### src/rtl/idll_pkg.sv
// Shared types and codes of the indexed doubly linked list block.
package idll_pkg;

    localparam int ID_W = 10;

    typedef enum logic [1:0] {
        ACT_INS_AFTER  = 2'd0,
        ACT_INS_BEFORE = 2'd1,
        ACT_REMOVE     = 2'd2,
        ACT_QUERY      = 2'd3
    } action_t;

    localparam logic [1:0] STS_DONE   = 2'd0;
    localparam logic [1:0] STS_ABSENT = 2'd1;
    localparam logic [1:0] STS_REJECT = 2'd2;

    // Commands from the controller to the datapath
    typedef struct packed {
        logic clear;   // write one reset entry of the link tables
        logic accept;  // capture a transaction and read the tables
        logic exec;    // decide and do the first table write
        logic finish;  // second table write and load the result
    } idll_cmd_t;

    // Status from the datapath to the controller
    typedef struct packed {
        logic clear_last;  // clearing pass at its last entry
        logic out_free;    // result register can take a new result
    } idll_sts_t;

endpackage

### src/rtl/idll_ctrl.sv
// Sequencer of the indexed doubly linked list: clearing pass and item steps.
module idll_ctrl import idll_pkg::*; (
    input  logic      aclk,
    input  logic      aresetn,
    input  logic      s_valid,
    output logic      s_ready,
    input  idll_sts_t sts,
    output idll_cmd_t cmd
);

    typedef enum logic [1:0] {
        ST_CLEAR,
        ST_IDLE,
        ST_EXEC,
        ST_FINISH
    } state_t;

    state_t state_reg, state_next;
    logic   s_ready_reg;

    // Decode commands
    always_comb begin
        cmd.clear  = (state_reg == ST_CLEAR);
        cmd.accept = s_ready_reg && s_valid;
        cmd.exec   = (state_reg == ST_EXEC);
        cmd.finish = (state_reg == ST_FINISH) && sts.out_free;
    end

    // Next state
    always_comb begin
        state_next = state_reg;
        case (state_reg)
            ST_CLEAR: begin
                if (sts.clear_last) state_next = ST_IDLE;
            end
            ST_IDLE: begin
                if (s_valid) state_next = ST_EXEC;
            end
            ST_EXEC: begin
                state_next = ST_FINISH;
            end
            ST_FINISH: begin
                if (sts.out_free) state_next = ST_IDLE;
            end
            default: begin
                state_next = ST_CLEAR;
            end
        endcase
    end

    // Hold state and the registered ready
    always_ff @(posedge aclk) begin
        if (!aresetn) begin
            state_reg   <= ST_CLEAR;
            s_ready_reg <= 1'b0;
        end else begin
            state_reg   <= state_next;
            s_ready_reg <= (state_next == ST_IDLE);
        end
    end

    assign s_ready = s_ready_reg;

endmodule

### config.mk
export PLATFORM = sky130hd
export DESIGN_NAME = idll_ctrl
export DESIGN_NICKNAME = d
export VERILOG_FILES = /design/src/rtl/idll_pkg.sv /design/src/rtl/idll_ctrl.sv
export SDC_FILE = /design/constraint.sdc
export NUM_CORES = 1
export LEC_CHECK = 0
export ABC_CLOCK_PERIOD_IN_PS = 1100
export BUFFER_PORTS_ARGS = -buffer_cell sky130_fd_sc_hd__buf_2
export CAP_MARGIN = 20
export CORE_AREA = 2 2 39 41
export DETAILED_ROUTE_END_ITERATION = 12
export DIE_AREA = 0 0 41 43
export GPL_TIMING_DRIVEN = 0
export PLACE_DENSITY = 0.37
export SLEW_MARGIN = 20
export SYNTH_ARGS = -nofsm -noshare
export SYNTH_HDL_FRONTEND = slang
export SYNTH_SLANG_ARGS = --single-unit
### constraint.sdc
create_clock -name aclk -period 1.1 [get_ports aclk]
set_input_delay 0 -clock aclk [delete_from_list [all_inputs] [get_ports aclk]]
set_output_delay 0 -clock aclk [all_outputs]
set_load 0.005 [all_outputs]
# After elaboration in Yosys (flattened, before gate mapping)
# Cells that the tools add are included.
# Widths: inputs -> output; s select.
# word_totals
reg_bits	3
in_bits	5
output_inout_bits	5
word_cells	13
# classes
n_eq_ne	4
muxes	4
n_reduce_logical	3
# ops
cell	count
$pmux 2 s4	1
$mux 2	3
$eq 2x1->1 const B	2
$eq 2x2->1 const B	2
$logic_and 1x1->1	2
$logic_not 2->1	1

# Depth between registers and ports, before layout
# Gate-level depths: netlist of run 1.
# logic_depth
word_depth	3
ltp_mapped	2
mapped_depth_nobuf	2

# Worst setup path before layout of run 1
# No wires, ideal clock.
# synth_timing
kind	flip-flop to flip-flop
start	register state_reg[0]
end	register s_ready_reg (netlist: s_ready)
setup_ps	122
arrival_time_ps	757
required_ps	978
slack_ps	221
path_stages_with_launch	3
path_buffers	0
synth_period_minus_slack_ps	879
cell_sequence	dfxtp_1 -> nor2b_4 -> o311a_1
# synth_via
elab_chain_cells	3
elab_cells_between_ends	9
classes_between	4 x eq/ne; 4 x mux; 1 x reduce/logical
# synth_rtl
element	line_no	source
start: declaration	idll_ctrl.sv:18	state_t state_reg, state_next;
start signal: assignment	idll_ctrl.sv:57	state_reg <= state_next;
$eq 2x2->1, or another cell as far along	idll_ctrl.sv:32	case (state_reg)
$pmux 2 s4 (*)	idll_ctrl.sv:32	
$eq 2x1->1 (*)	idll_ctrl.sv:58	s_ready_reg <= (state_next == ST_IDLE);
end signal: assignment	idll_ctrl.sv:58	
end: declaration	idll_ctrl.sv:19	logic s_ready_reg;
# Mark *: on every way between the ends. The rest lies on a longest branch, timed or not.
# A chain may end at the register's enable or synchronous reset.

==> results.yml, run 1 <==
detailed_routing:
  drt_first_pass_iters: 2
  drc: 0
  routed_wl_um: 351
  ant_nets: 0
  avgRoutedWirePerCell_um: 8.163
  drtIter0Drc: 3
  vias: 148
  via_per_inst: 3.442
yosys:
  synth_area_per_cell_um2: 10.72
  synth_top_family_by_area: "simple AND/OR/NAND/NOR gates"
  synth_top_area_cell: "dfxtp_1"
  seq_area_frac_synth: 0.4000
  synth_adder_area_share: 0
  synth-compound-area-share: 0.2417
  synth_top_area_share: 0.4000
  syn-num-nets: 19
  synth_xor_area_frac: 0
  ys_warn_count: 0
  netlist_area_um2: 150.1
  synthTopCellsByArea: "dfxtp_1 40%, nor2b_4 9.2%, a21bo_1 6.7%, o311a_1 6.7%, and2b_2 5.8%"
  synthSimpleGateAreaFrac: 0.3583
  synth.distinct_cells: 12
  synthMuxAreaShare: 0
  synth_seq_cells: 3
  syn_inst: 14
clock_network:
  insertion_delay_ns: 0.23
  numCtsBuffers: 3
  cts.sinks: 3
  path_clk_slew_ns: 0.03
  cts_resized: 0
  cts_tree: "built"
  htreeDepth: 1
  root_buffer: "clkbuf_4"
  ctsLongestPathBuffers: 2
  ctsHoldBuffers: 0
  cts_setup_buffers: 0
hold_path:
  hold_class: "in2reg"
  holdPathStages: 2
critical_path:
  crit_type: "reg2out"
  worstRegToRegCells: 2
  cp_slowest_stage_delay_ns: 0.41
  crit_path_cell_trace: "and2b_2 -> buf_2"
  cp.arrival_ns: 0.99
  crit_path_end_kind: "output port"
  cp.required_ns: 1.10
  startpoint_type: "flip-flop"
  critPathMaxFanout: 7
  slowest_stage: "dfxtp_1"
grt:
  grt_usage: 0.05912
  grt_pass1_vias: 138
  grt_pass1_wl_um: 545
  antenna_found_initial: 0
  grt_max_degree: 8
  globalRouteOverflowTotal: 0
floorplanning:
  die_h_um: 43
  start_util: 0.1085
  dieArea_um2: 1763
  die_w_um: 41
  core_region_area_um2: 1384
  placementRows: 14
  io_pins: 10
sta:
  fmax_mhz: 1006
  worst_pin_slew_ns: 0.1993
  rsz0062_at_grt: "false"
  setup-tns-final_ns: 0
  period_share: 0.9038
  setup_violations: 0
  maxSlewHeadroom: 0.8669
  slew_violations: 0
  post-route-min-period_ns: 0.9942
  clock_skew_ns: 0.001424
  hold_violations: 0
placed_design:
  gp_congestion: 0.5286
  port_buffers: 9
  dp.cells: 39
  dp_hpwl_um: 277.7
finish:
  fin_util: 0.1745
  area_growth_pct: 60.83
  instances_no_fill: 43
  diodes: 0
  num-nets-final: 33
  largest_reg_flops: 2
  drive_gt1_frac: 0.5556
power:
  peakVddDrop_mv: 0.3726
  powerDensity_nw_per_um2: 1533
  leakage_nw: 0.1187
status:
  status: "completed"
run:
  drv_cap: 0
[worst max-delay path, delay by kind of cell (launching register included)]
kind	cells	cell delay, ns
flops	1	0.41
buf+inv	1	0.12
simple gates	1	0.24
[cell usage after synthesis]
library cell	n
o31a_1	1
nor2_1	1
and3_2	1
nor2b_4	1
and2_1	1
nand3b_1	1
o311a_1	1
nor2b_1	1
a21bo_1	1
a21boi_1	1
and2b_2	1
dfxtp_1	3
[layout make-up]
| type | count | area (µm²) |
|---|---|---|
| Timing Repair Buffer | 9 | 45.04 |
| Tap cell | 16 | 20.02 |
| Sequential cell | 3 | 60.06 |
| Clock buffer | 4 | 26.28 |
| Multi-Input combinational cell | 11 | 90.09 |
| Fill cell | 154 | 1142 |
[cells in the final DEF, fill, tap and decap left out]
cell type	Yosys	final
a21bo_1	1	1
a21boi_1	1	1
and2_1	1	1
and2b_2	1	1
and3_2	1	1
buf_2	0	9
clkbuf_1	0	1
clkbuf_4	0	3
dfxtp_1	3	3
nand3b_1	1	1
nor2_1	1	1
nor2b_1	1	1
nor2b_4	1	1
o311a_1	1	1
o31a_1	1	1
[stage by stage]
step	total power, mW	instance area, µm²	hold WS [ns]	worst slack [ns]
after floorplan	0.1578	150.1	0.1103	0.2214
after global placement	0.1849	215.2	0.2526	0.1771
after detailed placement	0.1851	215.2	0.2606	0.1754
after CTS	0.3835	241.5	0.01867	0.09215
after global routing	0.4160	241.5	0.004741	0.02285
final	0.3703	241.5	0.02529	0.1058
[where the power goes]
part,internal [mW],switching (mW)
registers,0.120,0.0107
clock network,0.136,0.0520
logic,0.0331,0.0194
[cells by family (layout without fill, tap and decap cells)]
logic type | Yosys count | count (layout)
AO/OA/AOI/OAI | 4 | 4
buffers and inverters | 0 | 13
flip-flops | 3 | 3
AND/OR/NAND/NOR | 7 | 7
[final timing paths]
| check | startpoint | to | slack [ns] |
|---|---|---|---|
| max | state_reg[0] | cmd[1] | 0.11 |
| min | aresetn | state_reg[0] | 0.03 |
| min reg2reg | state_reg[0] | state_reg[1] | 0.56 |
| max reg2reg | state_reg[0] | s_ready | 0.18 |
[routing by layer]
metal  GRT usage  wire (µm)
met5           0          0
met1     0.04792        166
met2     0.05000        114
met4     0.08000          0
met3     0.08377         70
No activity file was read; power rests on OpenSTA's default activity.
==> inputs of run 2 (changes only) <==
--- a/config.mk
+++ b/config.mk
@@ -7,12 +7,10 @@
 export LEC_CHECK = 0
 export ABC_CLOCK_PERIOD_IN_PS = 1100
 export BUFFER_PORTS_ARGS = -buffer_cell sky130_fd_sc_hd__buf_2
-export CAP_MARGIN = 20
 export CORE_AREA = 2 2 39 41
 export DETAILED_ROUTE_END_ITERATION = 12
 export DIE_AREA = 0 0 41 43
 export GPL_TIMING_DRIVEN = 0
-export PLACE_DENSITY = 0.37
 export SLEW_MARGIN = 20
 export SYNTH_ARGS = -nofsm -noshare
 export SYNTH_HDL_FRONTEND = slang
==> results.yml, run 2 (same netlist as run 1, synthesis figures left out) <==
status:
  status: "completed"
critical_path:
  slowest_stage: "dfxtp_1"
  cp_slowest_stage_delay_ns: 0.41
  r2r-start: "state_reg[0]"
  rrSetupSlack_ns: 0.17
  rr_endpoint: "s_ready"
  crit_path_cell_trace: "and2b_2 -> buf_2"
  crit_path_end_kind: "output port"
  cp.required_ns: 1.10
  cp.arrival_ns: 0.99
  crit_type: "reg2out"
  startpoint_type: "flip-flop"
  critPathMaxFanout: 7
  worstRegToRegCells: 2
grt:
  grt_pass1_wl_um: 489
  globalRouteOverflowTotal: 0
  grt_pass1_vias: 143
  grt_max_degree: 8
  antenna_found_initial: 0
  grt_usage: 0.04814
floorplanning:
  start_util: 0.1085
  dieArea_um2: 1763
  die_w_um: 41
  placementRows: 14
  die_h_um: 43
  core_region_area_um2: 1384
  io_pins: 10
clock_network:
  insertion_delay_ns: 0.23
  cts_resized: 0
  cts_setup_buffers: 0
  ctsHoldBuffers: 0
  root_buffer: "clkbuf_4"
  ctsLongestPathBuffers: 2
  cts_tree: "built"
  numCtsBuffers: 3
  path_clk_slew_ns: 0.03
  htreeDepth: 1
  cts.sinks: 3
sta:
  maxSlewHeadroom: 0.8662
  hold_violations: 0
  setup_violations: 0
  rsz0062_at_grt: "false"
  setup-tns-final_ns: 0
  clock_skew_ns: 0.0002166
  post-route-min-period_ns: 0.9913
  slew_violations: 0
  worst_pin_slew_ns: 0.2004
  period_share: 0.9012
  fmax_mhz: 1009
detailed_routing:
  met3_length_um: 26
  drc: 0
  m1WireLength_um: 104
  via_per_inst: 3.442
  vias: 148
  avgRoutedWirePerCell_um: 7.186
  dr_wl_met2_um: 178
  ant_nets: 0
  drt_first_pass_iters: 1
  routed.top_layer: "met3"
  drtIter0Drc: 0
  routed_wl_um: 309
hold_path:
  min_from: "aresetn"
  holdPathStages: 2
  hold_class: "in2reg"
  whs_endpoint: "state_reg[0]"
finish:
  instances_no_fill: 43
  layout.cells.most_common_list: "9 x buf_2, 3 x clkbuf_4, 3 x dfxtp_1"
  final_common_cell: "buf_2"
  fillers: 169
  drive_gt1_frac: 0.5556
  area_growth_pct: 60.83
  fin_util: 0.1745
  num-nets-final: 33
  largest_reg_flops: 2
  diodes: 0
power:
  peakVddDrop_mv: 0.2600
  leakage_nw: 0.1187
  powerDensity_nw_per_um2: 1517
run:
  drv_cap: 0
placed_design:
  port_buffers: 9
  gp_congestion: 0.5815
  dp.cells: 39
-- run 2: worst max path at each step --
stage	startpoint	endpoint	cells after the start
finish	state_reg[0]	cmd[1]	2
detailed placement	state_reg[0]	s_ready	2
global route	state_reg[0]	cmd[1]	2
floorplan	state_reg[0]	s_ready	2
global placement	state_reg[0]	s_ready	2
CTS	state_reg[0]	cmd[1]	2
-- run 2: layout make-up --
class                   instances  area (µm²)  area share
multi-input cells              11       90.09      0.3731
flip-flops and latches          3       60.06      0.2487
repair buffers                  9       45.04      0.1865
clock buffers                   4       26.28      0.1088
well taps                      16       20.02     0.08290
-- run 2: through the flow --
stage	instance area, µm²	setup slack (ns)	hold WS, ns	power [mW]
after floorplan	150.1	0.2214	0.1103	0.1578
after global placement	215.2	0.1732	0.2503	0.1844
final	241.5	0.1087	0.01909	0.3663
after global routing	241.5	0.06149	0.03261	0.3978
after detailed placement	215.2	0.1674	0.2536	0.1853
after CTS	241.5	0.08949	0.01391	0.3801
-- run 2: routing by layer --
layer  track usage  up-vias
met1       0.03205       67
met4       0.08000        0
met3       0.03141        0
met2       0.06250        4
li1              -       77
met5             0        -
-- run 2: critical path: cells and delay by family (launching register included) --
family | cells | cell delay (ns)
DFF | 1 | 0.41
buffers and inverters | 1 | 0.12
and+or+nand+nor | 1 | 0.24
-- run 2: report_power, final --
part           total [mW]  switching (mW)  internal (mW)
logic              0.0522          0.0191         0.0331
registers           0.130          0.0102          0.120
clock network       0.184          0.0490          0.135
total               0.366          0.0783          0.288
